===== src/hw/rtl/scan_frame_crop_lut_flip_unit_macros.svh =====
// ----------------------------------------------------------------------------
// Assertion macros for the scan frame reformatter
// Shorthand for the concurrent checks used in the RTL. Every check is sampled
// on clk_i and is disabled while rst_ni is low.
// ----------------------------------------------------------------------------
`ifndef SCAN_FRAME_CROP_LUT_FLIP_UNIT_MACROS_SVH
`define SCAN_FRAME_CROP_LUT_FLIP_UNIT_MACROS_SVH

`ifndef NO_ASSERTIONS

// Same-cycle implication.
`define SFCLF_ASSERT_IMP(lbl, ante, cons, msg) \
  lbl: assert property (@(posedge clk_i) disable iff (!rst_ni) (ante) |-> (cons)) \
    else $error(msg);

// Next-cycle implication.
`define SFCLF_ASSERT_NXT(lbl, ante, cons, msg) \
  lbl: assert property (@(posedge clk_i) disable iff (!rst_ni) (ante) |=> (cons)) \
    else $error(msg);

`else

`define SFCLF_ASSERT_IMP(lbl, ante, cons, msg)
`define SFCLF_ASSERT_NXT(lbl, ante, cons, msg)

`endif

`endif


===== src/hw/rtl/sfclf_pkg.sv =====
// ----------------------------------------------------------------------------
// Scan frame reformatter package
// Shared widths, register indexes, reset values and the structs that pass
// configuration and raster position between the modules.
// ----------------------------------------------------------------------------
package sfclf_pkg;

  // Channel and lookup table geometry.
  localparam int CHANNELS    = 4;
  localparam int CH_W        = (CHANNELS > 1) ? $clog2(CHANNELS) : 1;
  localparam int EN_W        = 4;
  localparam int TABLE_BITS  = 14;
  localparam int TABLE_SIZE  = 2 ** TABLE_BITS;
  localparam int MEM_AW      = CH_W + TABLE_BITS;
  localparam int MEM_DEPTH   = 2 ** MEM_AW;

  // Field widths.
  localparam int SAMPLE_W    = 16;
  localparam int VALUE_W     = 16;
  localparam int ADDR_W      = 22;
  localparam int DIM_W       = 11;
  localparam int POS_W       = 10;
  localparam int SKIP_W      = 10;
  localparam int MAX_WIDTH   = 1024;
  localparam int MAX_HEIGHT  = 1024;
  localparam int ROWB_W      = $clog2(MAX_WIDTH * MAX_HEIGHT);

  // Stream payload widths.
  localparam int IN_DATA_W   = 48;
  localparam int OUT_DATA_W  = 40;

  // Configuration port.
  localparam int APB_AW      = 5;
  localparam int APB_DW      = 32;

  // Register indexes (byte address divided by four).
  typedef enum logic [2:0] {
    REG_CHANNEL_ENABLE  = 3'd0,
    REG_FRAME_WIDTH     = 3'd1,
    REG_FRAME_HEIGHT    = 3'd2,
    REG_SKIP_TOP        = 3'd3,
    REG_SKIP_BOTTOM     = 3'd4,
    REG_FLYBACK_IMAGING = 3'd5
  } reg_idx_e;

  // Input beat kinds carried on tuser.
  typedef enum logic {
    ACT_TABLE_WRITE = 1'b0,
    ACT_SAMPLE      = 1'b1
  } action_e;

  // Register reset values.
  localparam logic [EN_W-1:0]   RST_ENABLE  = 4'h1;
  localparam logic [DIM_W-1:0]  RST_WIDTH   = 11'd512;
  localparam logic [DIM_W-1:0]  RST_HEIGHT  = 11'd512;
  localparam logic [SKIP_W-1:0] RST_SKIP    = '0;
  localparam logic [ADDR_W-1:0] RST_CROPPED = ADDR_W'(512 * 512);

  // Scan configuration as seen by the raster counters.
  typedef struct packed {
    logic [EN_W-1:0]   enable;
    logic              any_en;
    logic [CH_W-1:0]   first_ch;
    logic [DIM_W-1:0]  width;
    logic [DIM_W-1:0]  height;
    logic [SKIP_W-1:0] skip_top;
    logic [DIM_W-1:0]  keep_hi;
    logic [ADDR_W-1:0] cropped;
    logic [ROWB_W-1:0] rev_start;
    logic              flyback;
    logic              restart;
  } scan_cfg_t;

  // Raster position of the sample now in the input stage.
  typedef struct packed {
    logic              keep;
    logic [ADDR_W-1:0] addr;
    logic [CH_W-1:0]   chan;
  } scan_pos_t;

  // Zero acts as one, values above the maximum saturate.
  function automatic logic [DIM_W-1:0] eff_size(input logic [DIM_W-1:0] v,
                                                input logic [DIM_W-1:0] vmax);
    logic [DIM_W-1:0] r;
    if (v == '0) begin
      r = DIM_W'(1);
    end else if (v > vmax) begin
      r = vmax;
    end else begin
      r = v;
    end
    return r;
  endfunction

endpackage


===== src/hw/rtl/sfclf_scan.sv =====
// ----------------------------------------------------------------------------
// Scan frame reformatter raster counters
// Tracks column, row, channel, channel rank and frame-set reversal, and keeps
// running row and rank base offsets, summed with the column for the address.
// ----------------------------------------------------------------------------
`include "scan_frame_crop_lut_flip_unit_macros.svh"

module sfclf_scan (
  input  logic                 clk_i,
  input  logic                 rst_ni,
  input  sfclf_pkg::scan_cfg_t cfg_i,
  input  logic                 step_i,
  output sfclf_pkg::scan_pos_t pos_o
);
  import sfclf_pkg::*;

  logic [POS_W-1:0]  col_q;
  logic [POS_W-1:0]  row_q;
  logic [CH_W-1:0]   chan_q;
  logic [CH_W-1:0]   rank_q;
  logic              rev_q;
  logic [ROWB_W-1:0] row_base_q;
  logic [ADDR_W-1:0] rank_base_q;

  logic [DIM_W-1:0]  col_w, row_w;
  logic              col_end, row_end, keep;
  logic              nxt_found, rev_next;
  logic [CH_W-1:0]   nxt_ch;

  assign col_w   = DIM_W'(col_q);
  assign row_w   = DIM_W'(row_q);
  assign col_end = (col_w + DIM_W'(1)) >= cfg_i.width;
  assign row_end = (row_w + DIM_W'(1)) >= cfg_i.height;
  assign keep    = cfg_i.any_en && (row_w >= DIM_W'(cfg_i.skip_top))
                   && (row_w < cfg_i.keep_hi);

  // Next enabled channel above the current one, if any.
  always_comb begin
    nxt_found = 1'b0;
    nxt_ch    = cfg_i.first_ch;
    for (int i = CHANNELS - 1; i >= 0; i--) begin
      if (i < EN_W && i > int'(chan_q) && cfg_i.enable[i]) begin
        nxt_found = 1'b1;
        nxt_ch    = CH_W'(i);
      end
    end
  end

  // Reversal flag of the frame that follows the current one.
  assign rev_next = nxt_found ? rev_q : (cfg_i.flyback && !rev_q);

  // Raster advance, one sample per step.
  always_ff @(posedge clk_i or negedge rst_ni) begin
    if (!rst_ni) begin
      col_q       <= '0;
      row_q       <= '0;
      chan_q      <= '0;
      rank_q      <= '0;
      rev_q       <= 1'b0;
      row_base_q  <= '0;
      rank_base_q <= '0;
    end else if (cfg_i.restart) begin
      col_q       <= '0;
      row_q       <= '0;
      chan_q      <= cfg_i.first_ch;
      rank_q      <= '0;
      rev_q       <= 1'b0;
      row_base_q  <= '0;
      rank_base_q <= '0;
    end else if (step_i) begin
      if (!col_end) begin
        col_q <= col_q + POS_W'(1);
      end else begin
        col_q <= '0;
        if (row_end) begin
          // End of frame: move to the next channel or wrap the frame set.
          row_q      <= '0;
          row_base_q <= rev_next ? cfg_i.rev_start : '0;
          rev_q      <= rev_next;
          chan_q     <= nxt_ch;
          if (nxt_found) begin
            rank_q      <= rank_q + CH_W'(1);
            rank_base_q <= rank_base_q + cfg_i.cropped;
          end else begin
            rank_q      <= '0;
            rank_base_q <= '0;
          end
        end else begin
          row_q <= row_q + POS_W'(1);
          if (keep) begin
            if (rev_q) begin
              row_base_q <= row_base_q - ROWB_W'(cfg_i.width);
            end else begin
              row_base_q <= row_base_q + ROWB_W'(cfg_i.width);
            end
          end
        end
      end
    end
  end

  assign pos_o.keep = keep;
  assign pos_o.addr = rank_base_q + ADDR_W'(row_base_q) + ADDR_W'(col_q);
  assign pos_o.chan = chan_q;

  `SFCLF_ASSERT_IMP(a_col_in_line, 1'b1, col_w < cfg_i.width, "column beyond line width")
  `SFCLF_ASSERT_IMP(a_row_in_frame, 1'b1, row_w < cfg_i.height, "row beyond frame height")
  `SFCLF_ASSERT_IMP(a_rank_base_zero, rank_q == '0, rank_base_q == '0, "rank base out of step")

endmodule


===== config.mk =====
export PLATFORM = sky130hd
export DESIGN_NAME = sfclf_scan
export DESIGN_NICKNAME = d
export VERILOG_FILES = /design/src/hw/rtl/sfclf_pkg.sv /design/src/hw/rtl/sfclf_scan.sv
export VERILOG_INCLUDE_DIRS = /design/src /design/src/hw/rtl
export SDC_FILE = /design/constraint.sdc
export NUM_CORES = 1
export LEC_CHECK = 0
export ABC_CLOCK_PERIOD_IN_PS = 4600
export BUFFER_PORTS_ARGS = -buffer_cell sky130_fd_sc_hd__buf_2
export CORE_ASPECT_RATIO = 0.6
export CORE_MARGIN = 2
export CORE_UTILIZATION = 30
export DETAILED_ROUTE_END_ITERATION = 7
export GPL_ROUTABILITY_DRIVEN = 0
export PLACE_DENSITY_LB_ADDON = 0.25
export SLEW_MARGIN = 20
export SYNTH_ARGS = -nofsm -noshare
export SYNTH_HDL_FRONTEND = slang
export SYNTH_SLANG_ARGS = --single-unit

===== constraint.sdc =====
create_clock -name clk_i -period 4.6 [get_ports clk_i]
set_input_delay 0.23 -clock clk_i [delete_from_list [all_inputs] [get_ports clk_i]]
set_output_delay 0.23 -clock clk_i [all_outputs]
set_load 0.01 [all_outputs]

==> impl_metrics.env <==
export IMPL_outcome="finished, final reports clean"
export IMPL_fin_crit_ns=4.344
export IMPL_fmax_mhz=230.2
export IMPL_ir_worst_vdd_uv=200.1
export IMPL_clk_latency_ns=0.34
export IMPL_die_y_um=126.2
export IMPL_numPortBuffers=120
export IMPL_overflow=0
export IMPL_grt_pass1_wl_um=34160
export IMPL_synth_area_top_cells="dfrtp_1 (22%), ha_1 (19%), a21oi_1 (5.8%)"
export IMPL_synth_seq_cells=65
export IMPL_setup_viol=0
export IMPL_syn_area_per_cell_um2=8.385
export IMPL_synth_common_cells="ha_1 (114), a21oi_1 (87), inv_1 (68), nand2_1 (68), dfrtp_1 (65)"
export IMPL_initial_core_util_pct=30.70
export IMPL_finalNonFillerCells=1339
export IMPL_synth_cell_type_count=66
export IMPL_drt_initial_drc_count=505
export IMPL_clockRootBuffer="clkbuf_16"
export IMPL_hold_ws_ns=0.1439
export IMPL_nNetsFinal=1237
export IMPL_drc=0
export IMPL_cp_data_required_time_ns=4.37
export IMPL_synth_simple_gate_area_share_pct=14.49
export IMPL_hold_path_class="primary input to flip-flop"
export IMPL_cts_sinks=65
export IMPL_ant_nets=0
export IMPL_dp_cells=1323
export IMPL_p_leak_nw=4.622
export IMPL_ioPinCount=122
export IMPL_synth_warnings=0
export IMPL_powerDensity_nw_per_um2=426.2
export IMPL_syn_cell_area_um2=7471
export IMPL_synth_edff_count=0
export IMPL_timing_setup_tns_ns=0
export IMPL_rsz0062_at_grt="false"
export IMPL_slew_violations=0
export IMPL_post_dp_hpwl_um=17320
export IMPL_crit_path_max_fanout=5
export IMPL_hold_viol=0
export IMPL_cts_buffers=9
export IMPL_skew_ns=0.009129
export IMPL_grt_max_degree=41
export IMPL_synthXorXnorAreaFrac_pct=8.558
export IMPL_wl_um=21230
export IMPL_die_width_um=207.7
export IMPL_max_cap_viol_count=0
export IMPL_final_area_um2=8797
export IMPL_path_clk_slew_ns=0.06
export IMPL_grt_pass1_vias=6174
export IMPL_synth_cells=891
export IMPL_nFillCells=2550
export IMPL_globalRouteTotalUtil_pct=16.43
export IMPL_fin_crit_sh_pct=94.43
export IMPL_vias=6693
export IMPL_synth_fa_ha_area_share_pct=22.58
export IMPL_diodes=0
export IMPL_synth_top_cell_area_share_pct=21.77
export IMPL_dpl_cell_area_um2=8482
export IMPL_critical_path_class="flip-flop to output port"
export IMPL_cts_max_level=3
export IMPL_synth_top_family_by_area="compound AO/OA/AOI/OAI gates"
export IMPL_critPathArrivalTime_ns=4.11
export IMPL_end_kind="output port"
export IMPL_clk_path_buf_depth=2
export IMPL_yosysMostFrequentCell="ha_1"
export IMPL_ys_seq_area_share_pct=21.77
export IMPL_fp_row_count=44
export IMPL_antenna_found_initial=0
export IMPL_synthArstFlopShare_pct=100.0
export IMPL_cp_start_kind="flip-flop"
export IMPL_wl_per_cell_um=15.86
export IMPL_syn_nets=1115
export IMPL_synth_mux_area_share_pct=3.417
export IMPL_dr_pass1_iters=5
export IMPL_synth_compound_area_share_pct=24.27
export IMPL_area_delta_synth_final_pct=17.75
export IMPL_worstMarginPinSlew_ns=1.090
export IMPL_avgViaCountPerCell=4.999
export IMPL_cts_tree="built"
export IMPL_drive_gt1_share_pct=18.39
export IMPL_power_mw=3.749
export IMPL_core_area_um2=24330
export IMPL_synth_largest_area_cell="dfrtp_1"
export IMPL_die_area_um2=26220
export IMPL_maxSlewHeadroom_pct=27.31
export IMPL_ys_flop_type="dfrtp_1"
layout by cell type, fill, tap and decap left out, types with 3 or more instances in the layout:
cell type / n
and3_1: 15
nor3_1: 14
buf_4: 15
fa_1: 13
clkbuf_16: 9
a21o_1: 34
mux2i_1: 3
xor2_1: 24
o21ai_1: 5
o31ai_1: 19
or3_1: 4
or2_2: 5
a21oi_1: 86
xnor2_1: 49
inv_1: 68
a31o_2: 4
o21ai_0: 63
nand2_1: 68
nand4_1: 3
a21oi_2: 4
nor2_1: 53
nand2b_1: 14
o2111ai_1: 3
a31oi_1: 12
o41ai_1: 3
a22o_1: 5
ha_1: 114
dfrtp_1: 65
mux2_2: 19
nand3_1: 23
a211oi_1: 8
nor2b_1: 9
a211o_1: 4
o21a_1: 9
o21bai_1: 6
and2_1: 6
buf_2: 120
worst max-delay path, stage by stage, from the launching register on:
cell      delay (ns)
dfrtp_1         0.44
fa_1            0.49
ha_1            0.23
inv_1           0.07
fa_1            0.20
inv_1           0.05
a21oi_1         0.15
o21bai_1        0.12
a21oi_1         0.23
o21ai_0         0.20
a41o_1          0.31
o41a_1          0.41
a211oi_1        0.45
o21bai_1        0.14
xnor2_1         0.14
buf_2           0.15
through the flow:
step	utilization [%]	worst slack, ns
floorplan	-	1.263
global placement	34.86	0.6580
detailed placement	34.86	0.6823
CTS	36.12	0.2889
global route	36.15	0.04175
finish	36.15	0.2563
cell families after synthesis:
family	Yosys count
AO/OA/AOI/OAI	284
AND/OR/NAND/NOR	225
multiplexers	23
XOR/XNOR	73
buffers and inverters	94
flip-flops	65
adder cells (fa/ha/maj)	127
path summary, 6_finish.rpt:
kind / from / to / slack (ns) / cells after the start
min: cfg_i[88] / chan_q[1]$_DFFE_PN0P_ / 0.14 / 2
max in group asynchronous: rst_ni / rank_base_q[19]$_DFFE_PN0P_ / 3.08 / 3
min in group asynchronous: rst_ni / row_base_q[3]$_DFFE_PN0P_ / 0.49 / 2
max: col_q[1]$_DFFE_PN0P_ / pos_o[21] / 0.26 / 15
max reg2reg: row_q[1]$_DFFE_PN0P_ / rev_q$_DFFE_PN0P_ / 0.76 / 13
min reg2reg: rank_base_q[0]$_DFFE_PN0P_ / rank_base_q[0]$_DFFE_PN0P_ / 0.51 / 2
flip-flops by register name, summed over array words and instances, names as in the netlist:
register / count
rank_base_q: 22
row_base_q: 20
col_q: 10
row_q: 10
chan_q: 2
rev_q: 1
layer usage:
| metal | part of all wire [%] | up-vias | global-route usage, % |
|---|---|---|---|
| li1 | - | 3471 | - |
| met1 | 57 | 3054 | 27.01 |
| met2 | 37 | 154 | 21.63 |
| met3 | 5.2 | 14 | 3.142 |
| met4 | 0.64 | 0 | 2.628 |
| met5 | 0 | - | 0 |
layout make-up:
type                            instances  area (µm²)  share of cell area, %
Clock inverter                          2       37.54                 0.4267
Timing Repair Buffer                  136       723.2                  8.221
Multi-Input combinational cell        732        5488                  62.38
Sequential cell                        65        1627                  18.49
Inverter                               69       259.0                  2.944
Clock buffer                           13       260.3                  2.958
Tap cell                              322       402.9                  4.580
where the power goes:
part / internal (mW) / switching [mW]
sequential: 0.700 / 0.159
combinational: 0.982 / 1.20
clock: 0.447 / 0.263
timing repair:
action / 4_1_cts / 5_1_grt
endpoints found under the setup margin: 0 / 1
resized for setup: 0 / 1
endpoints found under the hold margin: 25 / 0
hold buffers: 1 / 0
setup buffers: 0 / 0
No activity file was read; power rests on OpenSTA's default activity.
