[src/hw/rtl/scan_frame_crop_lut_flip_unit_macros.svh]
// ----------------------------------------------------------------------------
// Assertion macros for the scan frame reformatter
// Shorthand for the concurrent checks used in the RTL. Every check is sampled
// on clk_i and is disabled while rst_ni is low.
// ----------------------------------------------------------------------------
`ifndef SCAN_FRAME_CROP_LUT_FLIP_UNIT_MACROS_SVH
`define SCAN_FRAME_CROP_LUT_FLIP_UNIT_MACROS_SVH

`ifndef NO_ASSERTIONS

// Same-cycle implication.
`define SFCLF_ASSERT_IMP(lbl, ante, cons, msg) \
  lbl: assert property (@(posedge clk_i) disable iff (!rst_ni) (ante) |-> (cons)) \
    else $error(msg);

// Next-cycle implication.
`define SFCLF_ASSERT_NXT(lbl, ante, cons, msg) \
  lbl: assert property (@(posedge clk_i) disable iff (!rst_ni) (ante) |=> (cons)) \
    else $error(msg);

`else

`define SFCLF_ASSERT_IMP(lbl, ante, cons, msg)
`define SFCLF_ASSERT_NXT(lbl, ante, cons, msg)

`endif

`endif

[src/hw/rtl/sfclf_pkg.sv]
// ----------------------------------------------------------------------------
// Scan frame reformatter package
// Shared widths, register indexes, reset values and the structs that pass
// configuration and raster position between the modules.
// ----------------------------------------------------------------------------
package sfclf_pkg;

  // Channel and lookup table geometry.
  localparam int CHANNELS    = 4;
  localparam int CH_W        = (CHANNELS > 1) ? $clog2(CHANNELS) : 1;
  localparam int EN_W        = 4;
  localparam int TABLE_BITS  = 14;
  localparam int TABLE_SIZE  = 2 ** TABLE_BITS;
  localparam int MEM_AW      = CH_W + TABLE_BITS;
  localparam int MEM_DEPTH   = 2 ** MEM_AW;

  // Field widths.
  localparam int SAMPLE_W    = 16;
  localparam int VALUE_W     = 16;
  localparam int ADDR_W      = 22;
  localparam int DIM_W       = 11;
  localparam int POS_W       = 10;
  localparam int SKIP_W      = 10;
  localparam int MAX_WIDTH   = 1024;
  localparam int MAX_HEIGHT  = 1024;
  localparam int ROWB_W      = $clog2(MAX_WIDTH * MAX_HEIGHT);

  // Stream payload widths.
  localparam int IN_DATA_W   = 48;
  localparam int OUT_DATA_W  = 40;

  // Configuration port.
  localparam int APB_AW      = 5;
  localparam int APB_DW      = 32;

  // Register indexes (byte address divided by four).
  typedef enum logic [2:0] {
    REG_CHANNEL_ENABLE  = 3'd0,
    REG_FRAME_WIDTH     = 3'd1,
    REG_FRAME_HEIGHT    = 3'd2,
    REG_SKIP_TOP        = 3'd3,
    REG_SKIP_BOTTOM     = 3'd4,
    REG_FLYBACK_IMAGING = 3'd5
  } reg_idx_e;

  // Input beat kinds carried on tuser.
  typedef enum logic {
    ACT_TABLE_WRITE = 1'b0,
    ACT_SAMPLE      = 1'b1
  } action_e;

  // Register reset values.
  localparam logic [EN_W-1:0]   RST_ENABLE  = 4'h1;
  localparam logic [DIM_W-1:0]  RST_WIDTH   = 11'd512;
  localparam logic [DIM_W-1:0]  RST_HEIGHT  = 11'd512;
  localparam logic [SKIP_W-1:0] RST_SKIP    = '0;
  localparam logic [ADDR_W-1:0] RST_CROPPED = ADDR_W'(512 * 512);

  // Scan configuration as seen by the raster counters.
  typedef struct packed {
    logic [EN_W-1:0]   enable;
    logic              any_en;
    logic [CH_W-1:0]   first_ch;
    logic [DIM_W-1:0]  width;
    logic [DIM_W-1:0]  height;
    logic [SKIP_W-1:0] skip_top;
    logic [DIM_W-1:0]  keep_hi;
    logic [ADDR_W-1:0] cropped;
    logic [ROWB_W-1:0] rev_start;
    logic              flyback;
    logic              restart;
  } scan_cfg_t;

  // Raster position of the sample now in the input stage.
  typedef struct packed {
    logic              keep;
    logic [ADDR_W-1:0] addr;
    logic [CH_W-1:0]   chan;
  } scan_pos_t;

  // Zero acts as one, values above the maximum saturate.
  function automatic logic [DIM_W-1:0] eff_size(input logic [DIM_W-1:0] v,
                                                input logic [DIM_W-1:0] vmax);
    logic [DIM_W-1:0] r;
    if (v == '0) begin
      r = DIM_W'(1);
    end else if (v > vmax) begin
      r = vmax;
    end else begin
      r = v;
    end
    return r;
  endfunction

endpackage

[src/hw/rtl/sfclf_cfg.sv]
// ----------------------------------------------------------------------------
// Scan frame reformatter configuration registers
// APB register file plus registered values derived from it: effective frame
// size, kept line band, cropped frame size and the scan restart strobe.
// ----------------------------------------------------------------------------
module sfclf_cfg (
  input  logic                      clk_i,
  input  logic                      rst_ni,
  input  logic                      psel,
  input  logic                      penable,
  input  logic                      pwrite,
  input  logic [sfclf_pkg::APB_AW-1:0] paddr,
  input  logic [sfclf_pkg::APB_DW-1:0] pwdata,
  output logic [sfclf_pkg::APB_DW-1:0] prdata,
  output logic                      pready,
  output sfclf_pkg::scan_cfg_t      cfg_o
);
  import sfclf_pkg::*;

  logic [EN_W-1:0]   enable_q;
  logic [DIM_W-1:0]  width_q, height_q;
  logic [SKIP_W-1:0] skip_top_q, skip_bot_q;
  logic              flyback_q;
  logic              restart_q, restart_d;

  logic [DIM_W-1:0]  w_eff_d, w_eff_q, h_eff_d, h_eff_q;
  logic [DIM_W-1:0]  band, kept, keep_hi_d, keep_hi_q;
  logic [2*DIM_W-1:0] prod;
  logic [ADDR_W-1:0] cropped_q;
  logic              any_en;
  logic [CH_W-1:0]   first_ch;

  logic     wr_en;
  reg_idx_e idx;

  assign pready = 1'b1;
  assign wr_en  = psel && penable && pwrite;
  assign idx    = reg_idx_e'(paddr[APB_AW-1:2]);

  // Register writes; a write to a defined register restarts the scan.
  always_comb begin
    restart_d = 1'b0;
    if (wr_en) begin
      case (idx)
        REG_CHANNEL_ENABLE, REG_FRAME_WIDTH, REG_FRAME_HEIGHT,
        REG_SKIP_TOP, REG_SKIP_BOTTOM, REG_FLYBACK_IMAGING: restart_d = 1'b1;
        default: restart_d = 1'b0;
      endcase
    end
  end

  always_ff @(posedge clk_i or negedge rst_ni) begin
    if (!rst_ni) begin
      enable_q   <= RST_ENABLE;
      width_q    <= RST_WIDTH;
      height_q   <= RST_HEIGHT;
      skip_top_q <= RST_SKIP;
      skip_bot_q <= RST_SKIP;
      flyback_q  <= 1'b0;
      restart_q  <= 1'b0;
    end else begin
      restart_q <= restart_d;
      if (wr_en) begin
        case (idx)
          REG_CHANNEL_ENABLE:  enable_q   <= pwdata[EN_W-1:0];
          REG_FRAME_WIDTH:     width_q    <= pwdata[DIM_W-1:0];
          REG_FRAME_HEIGHT:    height_q   <= pwdata[DIM_W-1:0];
          REG_SKIP_TOP:        skip_top_q <= pwdata[SKIP_W-1:0];
          REG_SKIP_BOTTOM:     skip_bot_q <= pwdata[SKIP_W-1:0];
          REG_FLYBACK_IMAGING: flyback_q  <= pwdata[0];
          default: ;
        endcase
      end
    end
  end

  // Read-back of the raw register values.
  always_comb begin
    prdata = '0;
    case (idx)
      REG_CHANNEL_ENABLE:  prdata = APB_DW'(enable_q);
      REG_FRAME_WIDTH:     prdata = APB_DW'(width_q);
      REG_FRAME_HEIGHT:    prdata = APB_DW'(height_q);
      REG_SKIP_TOP:        prdata = APB_DW'(skip_top_q);
      REG_SKIP_BOTTOM:     prdata = APB_DW'(skip_bot_q);
      REG_FLYBACK_IMAGING: prdata = APB_DW'(flyback_q);
      default:             prdata = '0;
    endcase
  end

  // Effective frame size and the band of kept lines.
  always_comb begin
    w_eff_d = eff_size(width_q, DIM_W'(MAX_WIDTH));
    h_eff_d = eff_size(height_q, DIM_W'(MAX_HEIGHT));
    band    = DIM_W'(skip_top_q) + DIM_W'(skip_bot_q);
    kept    = (band < h_eff_d) ? (h_eff_d - band) : '0;
    keep_hi_d = (kept == '0) ? '0 : (DIM_W'(skip_top_q) + kept);
    prod    = kept * w_eff_d;
  end

  // Lowest enabled channel.
  always_comb begin
    any_en   = 1'b0;
    first_ch = '0;
    for (int i = CHANNELS - 1; i >= 0; i--) begin
      if (i < EN_W && enable_q[i]) begin
        any_en   = 1'b1;
        first_ch = CH_W'(i);
      end
    end
  end

  always_ff @(posedge clk_i or negedge rst_ni) begin
    if (!rst_ni) begin
      w_eff_q   <= RST_WIDTH;
      h_eff_q   <= RST_HEIGHT;
      keep_hi_q <= RST_HEIGHT;
      cropped_q <= RST_CROPPED;
    end else begin
      w_eff_q   <= w_eff_d;
      h_eff_q   <= h_eff_d;
      keep_hi_q <= keep_hi_d;
      cropped_q <= ADDR_W'(prod);
    end
  end

  assign cfg_o.enable    = enable_q;
  assign cfg_o.any_en    = any_en;
  assign cfg_o.first_ch  = first_ch;
  assign cfg_o.width     = w_eff_q;
  assign cfg_o.height    = h_eff_q;
  assign cfg_o.skip_top  = skip_top_q;
  assign cfg_o.keep_hi   = keep_hi_q;
  assign cfg_o.cropped   = cropped_q;
  assign cfg_o.rev_start = ROWB_W'(cropped_q - ADDR_W'(w_eff_q));
  assign cfg_o.flyback   = flyback_q;
  assign cfg_o.restart   = restart_q;

endmodule

[config.mk]
export PLATFORM = sky130hd
export DESIGN_NAME = sfclf_cfg
export DESIGN_NICKNAME = d
export VERILOG_FILES = /design/src/hw/rtl/scan_frame_crop_lut_flip_unit_macros.svh /design/src/hw/rtl/sfclf_pkg.sv /design/src/hw/rtl/sfclf_cfg.sv
export SDC_FILE = /design/constraint.sdc
export NUM_CORES = 1
export LEC_CHECK = 0
export BUFFER_PORTS_ARGS = -buffer_cell sky130_fd_sc_hd__buf_4
export CELL_PAD_IN_SITES_DETAIL_PLACEMENT = 0
export CELL_PAD_IN_SITES_GLOBAL_PLACEMENT = 2
export CORE_AREA = 2 2 188 144
export DETAILED_ROUTE_END_ITERATION = 10
export DIE_AREA = 0 0 190 146
export PLACE_DENSITY_LB_ADDON = 0.1
export SLEW_MARGIN = 10
export SYNTH_ARGS = -nofsm -noshare
export SYNTH_HDL_FRONTEND = slang
export SYNTH_SLANG_ARGS = --single-unit
[constraint.sdc]
create_clock -name clk_i -period 12.49 [get_ports clk_i]
set_input_delay 0.6245 -clock clk_i [delete_from_list [all_inputs] [get_ports clk_i]]
set_output_delay 0.6245 -clock clk_i [all_outputs]
set_load 0.03 [all_outputs]
==> impl_metrics.csv <==
group,metric,value,unit
sta,fin_crit_sh,82.4,%
synthesis,ys_ff_latch,103,
global_route,grt_overflow_total,0,
global_route,grt_pass1_vias,7662,
setup_path,startpoint_type,"register",
setup_path,arrival,10.58,ns
route,first_pass_iters,5,
synthesis,yosys_most_used_dff,"dfrtp_1",
cts,h-tree-depth,3,
place,dp_cells,1487,
setup_path,crit_slowest_cell,"a21boi_1",
route,via_per_inst,5.05,
power,leakage,6.00,nW
place,placed_area,11100,um2
finish,syn_to_final_growth,15.2,%
finish,drive_gt1_share,18.7,%
cts,cts_hold_buf,0,
finish,layoutNonFillerInstCount,1503,
route,drc,0,
setup_path,crit_family,"compound AO/OA/AOI/OAI gates",
sta,fin_ws,2.20,ns
global_route,grt_pass1_wl,43.8,mm
sta,fin_crit,10.29,ns
run_status,status,"complete, no violations",
route,num_vias,7594,
floorplan,ios,169,
sta,finalMaxSlewViolations,0,
synthesis,async_flop_share,100,%
floorplan,die_y,146,um
synthesis,syn_inst,1044,
setup_path,critPathBufInv,4,
worst_hold_path,hold_path_class,"in2async",
synthesis,synth_area,9920,um2
sta,fin_setup_tns,0,ns
place,io_buffers,123,
setup_path,cpPeakStageDelay,0.86,ns
route,ant_nets,0,
sta,rsz0062_at_grt,"no",
setup_path,crit_path_frequent_cell,"fa_1",
route,routed_wl,26.9,mm
setup_path,cp_max_fo,13,
cts,cts_root_buf,"clkbuf_16",
finish,num-fill-cells,2512,
global_route,grt_max_degree,59,
global_route,track_usage,20.4,%
setup_path,timing.rr.start,"skip_top_q[1]$_DFFE_PN0P_",
power,ir_worst_vdd,132,uV
sta,hold_ws,0.268,ns
floorplan,initial_core_util,38.6,%
place,dpl.hpwl,21.9,mm
setup_path,ff2ff_setup_slack,2.20,ns
global_route,antenna_found_initial,0,
floorplan,fp-row-count,51,
synthesis,yosysWarnings,0,
cts,numCtsBuffers,9,
synthesis,syn-mean-instance-area,9.50,um2
sta,hold_viol,0,
route,wire_per_inst,17.9,um
synthesis,ys_types,70,
setup_path,r2r-end,"cropped_q[20]$_DFF_PN0_",
finish,n_antenna_cell,0,
finish,fin_area,11400,um2
sta,fin_skew,0.0125,ns
sta,setup_viol,0,
sta,worst_pin_slew,1.03,ns
place,gp_routability_congestion,0.815,
setup_path,critical_path_class,"reg2reg",
power,total_power,3.28,mW
cts,clock_latency,0.36,ns
cts,clockBufferDepth,2,
sta,slew_headroom,31.0,%
place,dp_slack,2.25,ns
finish,finish.utilization,44.4,%
setup_path,critPathRequiredTime,12.78,ns
synthesis,synth-seq-area-share,26.1,%
setup_path,reg2reg_depth,32,
finish,final_nets,1382,
run,max_cap_viol_count,0,
floorplan,coreArea,25700,um2
cts,cts_setup_buffers,0,
power,cellPowerDensity,287,nW/um2
cts,cts_sinks,103,
floorplan,dieArea,27700,um2
route,drt_iter0_markers,481,
cts,clkTransAtPathRegs,0.09,ns
synthesis,synth_edf_count,0,
sta,clock.fmax,97.1,MHz
cts,cts_resized,0,
floorplan,die-width,190,um
setup_path,worstSetupEndpointType,"register",
cts,cts_tree,"built",
layout make-up:
class	instances	area [um2]	area share, %
multi-input combinational	779	6620	57.9
tap	344	430	3.77
timing repair buffer	130	976	8.54
clock buffer	9	225	1.97
sequential	103	2590	22.6
inverter	131	492	4.30
clock inverter	7	97.6	0.854
registers in the layout, summed over array words and instances (netlist names):
| register | flops |
|---|---|
| keep_hi_q | 11 |
| cropped_q | 22 |
| flyback_q | 1 |
| height_q | 11 |
| w_eff_q | 11 |
| enable_q | 4 |
| width_q | 11 |
| restart_q | 1 |
| skip_top_q | 10 |
| skip_bot_q | 10 |
| h_eff_q | 11 |
cell usage after synthesis, types with 20 or more instances:
library cell	instances	area, um2
nor2_1	116	435
ha_1	102	1280
inv_1	127	477
o21ai_0	30	150
nand2_1	79	297
xnor2_1	31	272
clkbuf_1	20	75.1
nor2b_1	22	138
a21oi_1	38	190
fa_1	84	1680
mux2_2	44	495
buf_4	25	188
dfrtp_1	96	2400
cell families after synthesis:
| family | Yosys count | synth area share, % |
|---|---|---|
| AND/OR/NAND/NOR | 304 | 14.6 |
| other | 2 | 0.0757 |
| buffers and inverters | 182 | 7.93 |
| adder cells (fa/ha/maj) | 186 | 29.8 |
| flip-flops | 103 | 26.1 |
| AO/OA/AOI/OAI | 163 | 11.0 |
| XOR/XNOR | 48 | 4.24 |
| multiplexers | 56 | 6.21 |
where the power goes:
group | leakage [nW] | total, mW | internal [mW] | switching (mW)
sequential | 1.31 | 0.517 | 0.436 | 0.0803
combinational | 4.53 | 2.45 | 0.946 | 1.51
clock | 0.157 | 0.310 | 0.162 | 0.148
total | 6.00 | 3.28 | 1.54 | 1.74
worst max-delay path by stage:
stage / startpoint / to / slack (ns) / cells after the start
CTS: skip_top_q[1]$_DFFE_PN0P_ / cropped_q[20]$_DFF_PN0_ / 2.23 / 32
global placement: skip_top_q[1]$_DFFE_PN0P_ / cropped_q[20]$_DFF_PN0_ / 2.39 / 32
global route: skip_top_q[0]$_DFFE_PN0P_ / cropped_q[20]$_DFF_PN0_ / 1.64 / 32
floorplan: skip_top_q[1]$_DFFE_PN0P_ / cropped_q[20]$_DFF_PN0_ / 3.86 / 33
finish: skip_top_q[1]$_DFFE_PN0P_ / cropped_q[20]$_DFF_PN0_ / 2.20 / 32
detailed placement: skip_top_q[1]$_DFFE_PN0P_ / cropped_q[20]$_DFF_PN0_ / 2.25 / 32
layer usage:
metal	vias up	wire, um	track usage (%)
met5	-	0	0
met4	0	150	3.10
met1	3760	14100	32.3
met2	166	11400	29.6
li1	3656	-	-
met3	12	1360	2.92
cells in the final DEF, fill, tap and decap left out, drive strengths merged, types with 31 or more instances in the layout:
master	count
a21oi	39
buf	130
dfrtp	96
fa	84
ha	102
inv	130
mux2	44
nand2	79
nor2	116
o21ai	31
xnor2	31
No activity file was read; power rests on OpenSTA's default activity.
